[config.mk]
export PLATFORM = sky130hd
export DESIGN_NAME = fpeau_div
export DESIGN_NICKNAME = d
export VERILOG_FILES = /design/src/rtl/fpeau_pkg.sv /design/src/rtl/fpeau_div.sv
export SDC_FILE = /design/constraint.sdc
export NUM_CORES = 2
export LEC_CHECK = 0
export BUFFER_PORTS_ARGS = -buffer_cell sky130_fd_sc_hd__buf_2
export CORE_ASPECT_RATIO = 0.9
export CORE_MARGIN = 1
export CORE_UTILIZATION = 45
export DETAILED_ROUTE_END_ITERATION = 7
export GPL_ROUTABILITY_DRIVEN = 0
export PLACE_DENSITY_LB_ADDON = 0.08
export SLEW_MARGIN = 20
export SYNTH_ARGS = -nofsm -noshare
export SYNTH_HDL_FRONTEND = slang
export SYNTH_SLANG_ARGS = --single-unit
[constraint.sdc]
create_clock -name clk -period 4.4 [get_ports clk]
set_clock_uncertainty 0.1 [all_clocks]
set_input_delay 0.66 -clock clk [delete_from_list [all_inputs] [get_ports clk]]
set_output_delay 0.66 -clock clk [all_outputs]
set_load 0.02 [all_outputs]
[src/rtl/fpeau_pkg.sv]
package fpeau_pkg;

	localparam logic [31:0] CANON_NAN  = 32'h7FC0_0000;
	localparam logic [31:0] POS_INF    = 32'h7F80_0000;
	localparam int          DIV_STAGES = 26;
	localparam int          DLY_STAGES = DIV_STAGES - 4;

	typedef enum logic [2:0] {
		OP_ADD = 3'd0,
		OP_SUB = 3'd1,
		OP_MUL = 3'd2,
		OP_DIV = 3'd3,
		OP_MIN = 3'd4,
		OP_MAX = 3'd5
	} op_t;

	// control tag that rides along the pipeline
	typedef struct packed {
		logic               vld;
		logic               spec;
		logic [31:0]        sval;
		logic [2:0]         op;
		logic               sign;
		logic signed [10:0] ex;
	} tag_t;

	// unrounded result: leading one at man[26], sticky folded into man[0]
	typedef struct packed {
		logic               sign;
		logic signed [10:0] ex;
		logic [26:0]        man;
	} ufp_t;

	function automatic logic [4:0] lzc24(input logic [23:0] v);
		logic [4:0] n;
		logic       hit;
		n   = '0;
		hit = 1'b0;
		for (int i = 23; i >= 0; i--) begin
			if (!hit) begin
				if (v[i]) hit = 1'b1;
				else n = n + 5'd1;
			end
		end
		return n;
	endfunction

	function automatic logic [4:0] lzc28(input logic [27:0] v);
		logic [4:0] n;
		logic       hit;
		n   = '0;
		hit = 1'b0;
		for (int i = 27; i >= 0; i--) begin
			if (!hit) begin
				if (v[i]) hit = 1'b1;
				else n = n + 5'd1;
			end
		end
		return n;
	endfunction

endpackage

[src/rtl/fpeau_div.sv]
module fpeau_div
	import fpeau_pkg::*;
(
	input  logic        clk,
	input  logic        arst_n,
	input  logic        en,
	input  tag_t        tag_in,
	input  logic [24:0] rem_in,
	input  logic [23:0] dvs_in,
	output tag_t        tag_out,
	output logic [26:0] man_out
);

	tag_t        tag_s [DIV_STAGES];
	logic [24:0] rem_s [DIV_STAGES];
	logic [25:0] quo_s [DIV_STAGES];
	logic [23:0] dvs_s [DIV_STAGES];

	// one restoring quotient bit per stage
	for (genvar k = 0; k < DIV_STAGES; k++) begin : g_stg
		logic [24:0] r_in;
		logic [25:0] q_in;
		logic [23:0] d_in;
		tag_t        t_in;
		logic        ge;
		logic [24:0] diff;

		if (k == 0) begin : g_first
			assign r_in = rem_in;
			assign q_in = '0;
			assign d_in = dvs_in;
			assign t_in = tag_in;
		end else begin : g_next
			assign r_in = rem_s[k-1];
			assign q_in = quo_s[k-1];
			assign d_in = dvs_s[k-1];
			assign t_in = tag_s[k-1];
		end

		assign ge   = r_in >= {1'b0, d_in};
		assign diff = ge ? (r_in - {1'b0, d_in}) : r_in;

		always_ff @(posedge clk or negedge arst_n) begin
			if (!arst_n) begin
				tag_s[k] <= '0;
			end else if (en) begin
				tag_s[k] <= t_in;
			end
		end

		always_ff @(posedge clk) begin
			if (en) begin
				rem_s[k] <= {diff[23:0], 1'b0};
				quo_s[k] <= {q_in[24:0], ge};
				dvs_s[k] <= d_in;
			end
		end
	end

	assign tag_out = tag_s[DIV_STAGES-1];
	assign man_out = {quo_s[DIV_STAGES-1], |rem_s[DIV_STAGES-1]};

endmodule

# Word-level counts from Yosys, hierarchy flattened
# Memories as Yosys holds them, arrays and structs flattened.
# Cells that the tools add are included.
# word_totals
out_inout_bits,76
wordCells,240
reg_bits,1274
mem_count,3
mem_bits_rw,1924
inputBits,101
# op_classes
n_addsub,26
n_lt_le_gt_ge,26
n_mux,28
reduce_logical,1
# memory_table
name,depth,width,read_ports,rd_clocked_by_memory_dff,write_ports,line_no,source
quo_s,26,26,26,0,26,fpeau_div.sv:16,logic [25:0] quo_s [DIV_STAGES];
dvs_s,26,24,25,0,26,fpeau_div.sv:17,logic [23:0] dvs_s [DIV_STAGES];
rem_s,26,24,26,0,26,fpeau_div.sv:15,logic [24:0] rem_s [DIV_STAGES];
# op_table
operator,n
25-bit by 24-bit >= comparator with 1-bit output,26
24-bit 2-to-1 mux,26
24-bit subtractor,26
25-bit OR reduction,1
1-bit 2-to-1 mux,2

# Longest topological paths before layout
# An unclocked memory read counts as a cell.
# depth
word_depth,3
mapped_depth,13
mapped_depth_nobuf,12

# Worst setup path before layout
# Ideal clock, no wire load.
# synth_timing
kind,input to register
start,in dvs_in[1]
end,"mem rem_s[0][23] (netlist name), data pin"
n_path_buf,0
path_stages,11
setup_ns,0.260
t_arrival_ns,3.052
t_required_ns,4.040
slack_ns,0.989
cell_sequence,inv_1 -> ha_1 -> nor2b_1 -> o31ai_2 -> a21oi_1 -> a2111oi_2 -> nor3_1 -> a211o_1 -> a221o_1 -> xor2_1 -> mux2_2
# synth_lines
item,line_no,source
"start, declared",fpeau_div.sv:9,"input logic [23:0] dvs_in,"
"end, declared",fpeau_div.sv:15,

==> metrics.txt <==
Critical R2R Capture=rem_s[4][6]; # nets final=roughly 11000; synthesis warning total=0; number of port buffers=about 180; total clock buffers created by CTS=~310; Worst-Margin Slew=between 0.9 and 1 ns; terminating pin of the worst hold path=rem_s[0][1]; area of the core=roughly 290000 um^2; Boundary Pins=177; R2R cell count=12; average cell area after synthesis=between 10 and 15 um^2; fraction of synthesized area in multiplexers=14.5%; Avg WL per Cell=between 15 and 20 um; die boundary width=between 500 and 600 um; layout overhead on the synthesized area=13.4%; Max Cap Viol=0; die height=approximately 520 um; main combinational cell family by area after synthesis=multiplexers; post-synthesis adder-cell area fraction=around 6.2%; number of global-route vias before repair=about 79000; portion of the post-synthesis area used by sequential elements=about three fifths; maximum clock frequency=255 MHz; clock sink count=between 2000 and 3000; Fin. Hold Viols=0; summed negative setup slack over all endpoints=0 ns; Overflow after GRT=0; library cell occupying the most area in the post-synthesis netlist=sky130_fd_sc_hd__edfxtp_1; clock tree from TritonCTS=built; maximum level of the CTS H-tree=5; number of enable-type register cells in the synthesized netlist=~1600; Max-Slew Margin vs Limit=a little over a third; Synth cell types=approximately 110; remaining design rule violation count=0; FILL cells=25000; maximum fanout count along the critical path=25; Antenna Violating Nets Remaining=0; most instantiated flip-flop cell in the synthesis netlist=sky130_fd_sc_hd__edfxtp_1; crit path cell chain=inv_1 -> ha_1 -> nor2b_1 -> o21a_1 -> o21ai_0 -> a21oi_1 -> o21bai_1 -> a41oi_1 -> a21o_1 -> o21ai_2 -> buf_4 -> mux2_2; launch instance of the worst register-to-register path=dvs_s[3][1]; vias per cell=between 5 and 6; buffer type at the clock tree root=sky130_fd_sc_hd__clkbuf_16; register area=just under 80000 um^2; share of layout cells above drive strength 1=about 24%; Max IR drop VDD=347 uV; worst stage delay on the critical path=roughly 0.44 ns; register bit count reported by yosys=around 2800; category of the worst setup path launch point=flop; master of the slowest instance on the critical path=sky130_fd_sc_hd__o21ai_0; hold path cells=3; class of the tightest hold or removal check=primary input to flop; worst setup slack for register-to-register paths=~0.47 ns; Die ar.=299000 um^2; starting density of the core=a little under half; setup-violating endpoint count in the final report=0; fin crit period=between 3 and 4 ns; largest net degree at the start of global routing=around 160; startpoint of the most critical setup path=dvs_s[3][1]; clk_lat worst skew=approximately 0.90 ns; area taken by multi-input logic gates=roughly 50000 um^2; worst endpoint data arrival time=approximately 4.5 ns; Compound-Gate Fraction of Synth Area=8.37%; total global-route track usage=~18%; total leakage power=63.4 nW; worst-case hold slack=between 0.09 and 0.1 ns; required time at the endpoint of the critical path=~4.9 ns; post-synth net total=approximately 11000; wire length of the first global-routing pass=~430000 um; detailed placement HPWL=~180000 um; total via count in the routed design=around 78000; max-slew violations=0; Worst Setup End Kind=flop; CTS clk-pin slew, worst paths=0.06 ns; leading post-synthesis cells by cell area=sky130_fd_sc_hd__edfxtp_1, sky130_fd_sc_hd__dfrtp_1, sky130_fd_sc_hd__mux2_2, sky130_fd_sc_hd__ha_1, sky130_fd_sc_hd__inv_1; power density over the cells=725 nW/um^2; area share of the leading cell type in the synthesized netlist=between 30% and 40%; area of the mapped netlist=133000 um^2; share of synthesized cell area in and, or, nand and nor gates=between 5 and 6%; outcome=finished clean; ratio of final minimum period to clock period=between 80% and 90%; top cells by count, synth=sky130_fd_sc_hd__mux2_2, sky130_fd_sc_hd__edfxtp_1, sky130_fd_sc_hd__dfrtp_1; number of DRC violations after detailed-routing iteration 0=between 4000 and 5000; Hold Crit Start=rem_in[1]; initial antenna violation count=3; fraction of registers with async set/reset=between 40% and 50%; class of the most critical setup path=flop to flop; unrepaired setup endpoints after global routing=false; Post-Synth XOR/XNOR Area=under 10%; Util after Layout=51.3%; gate count of the mapped netlist=9875; detailed-route wire length=263000 um; Cell Rows=approximately 190; most instantiated library cell after synthesis=sky130_fd_sc_hd__mux2_2; Bufs on Longest Clock Path=4; Pre-Repair DR Iteration Count=6
==> worst max-delay path by stage <==
stage,end,slack [ns],depth (start not counted)
CTS,rem_s[10][3],0.40,11
global placement,rem_s[10][2],0.46,11
global route,rem_s[10][8],0.19,11
finish,rem_s[4][6],0.47,12
floorplan,rem_s[0][23],0.99,11
detailed placement,rem_s[0][23],0.40,13
==> routing by layer <==
metal  routed length, um  track usage (%)  vias up
met3               10800             2.55      531
met2              123000             28.6     1573
met4                9580             6.51        0
met5                   0                0        -
li1                    -                -    37100
met1              120000             23.6    38300
==> stage by stage <==
stage,power (mW),area [um^2],instances,worst slack [ns]
after floorplan,73.0,133000,9875,0.989
after global placement,82.2,140000,13900,0.456
after detailed placement,83.4,140000,13900,0.405
after CTS,111,151000,14500,0.396
after global routing,117,151000,14500,0.194
final,110,151000,14500,0.472
==> flip-flops by register name, indices dropped and copies added (netlist names) <==
signal      cells
rem_s         624
quo_s         351
dvs_s         600
tag_out        49
g_stg.t_in   1225
==> kinds of logic after synthesis <==
family                     after synthesis
muxes                                 1713
adders and majority gates              650
buffers and inverters                 1034
AOI/OAI and AO/OA                     1705
DFF                                   2849
xor gates and xnor gates               484
and+or+nand+nor                       1440
==> critical path, delay by kind of cell (launching register included) <==
kind | cells | cell delay [ns]
flip-flops | 1 | 0.43
multiplexers | 1 | 0.38
buffers and inverters | 2 | 0.42
adder cells (fa/ha/maj) | 1 | 0.23
AO/OA/AOI/OAI | 7 | 1.96
AND/OR/NAND/NOR | 1 | 0.13
==> cells in the final DEF, fill, tap and decap left out, types with 37 or more instances in the layout <==
cell type	instances
sky130_fd_sc_hd__clkbuf_1	79
sky130_fd_sc_hd__and2_1	37
sky130_fd_sc_hd__clkbuf_16	330
sky130_fd_sc_hd__nand3_1	123
sky130_fd_sc_hd__o21bai_1	66
sky130_fd_sc_hd__edfxtp_1	1575
sky130_fd_sc_hd__a31oi_1	52
sky130_fd_sc_hd__a21o_1	239
sky130_fd_sc_hd__nor4_1	38
sky130_fd_sc_hd__xnor2_1	310
sky130_fd_sc_hd__nand2b_1	66
sky130_fd_sc_hd__inv_1	785
sky130_fd_sc_hd__nor3_1	93
sky130_fd_sc_hd__o21a_1	115
sky130_fd_sc_hd__o21ai_0	336
sky130_fd_sc_hd__xor2_1	174
sky130_fd_sc_hd__mux2_2	1638
sky130_fd_sc_hd__ha_1	624
sky130_fd_sc_hd__o31ai_1	38
sky130_fd_sc_hd__nor2_1	387
sky130_fd_sc_hd__a21oi_1	503
sky130_fd_sc_hd__buf_12	44
sky130_fd_sc_hd__nor2b_1	86
sky130_fd_sc_hd__buf_4	105
sky130_fd_sc_hd__a211oi_1	42
sky130_fd_sc_hd__clkinv_2	54
sky130_fd_sc_hd__nand4_1	73
sky130_fd_sc_hd__nand2_1	344
sky130_fd_sc_hd__and3_1	54
sky130_fd_sc_hd__or3_1	40
sky130_fd_sc_hd__dfrtp_1	1274
sky130_fd_sc_hd__dlygate4sd3_1	95
sky130_fd_sc_hd__buf_2	174
==> area by class of cell <==
type	count	share of cell area (%)
sequential	2849	52.4
multi-input combinational	5992	33.3
timing repair buffer	419	2.32
clock inverter	130	0.907
inverter	785	1.95
antenna	2	0.00331
clock buffer	444	5.98
tap	3915	3.24
==> repair_timing <==
item                                    CTS  global route
endpoints found under the setup margin    0            16
resized for setup                         0             1
buffers inserted                          0             0
endpoints found under the hold margin   177             0
hold buffers                             95             0
==> power by group <==
part	internal, mW	leakage, nW	switching [mW]	total, mW
clock	15.7	5.11	10.6	26.3
sequential	39.1	30.9	4.80	43.9
combinational	19.6	27.4	19.8	39.4
total	74.4	63.4	35.2	110
(Power assumes the default switching activity.)
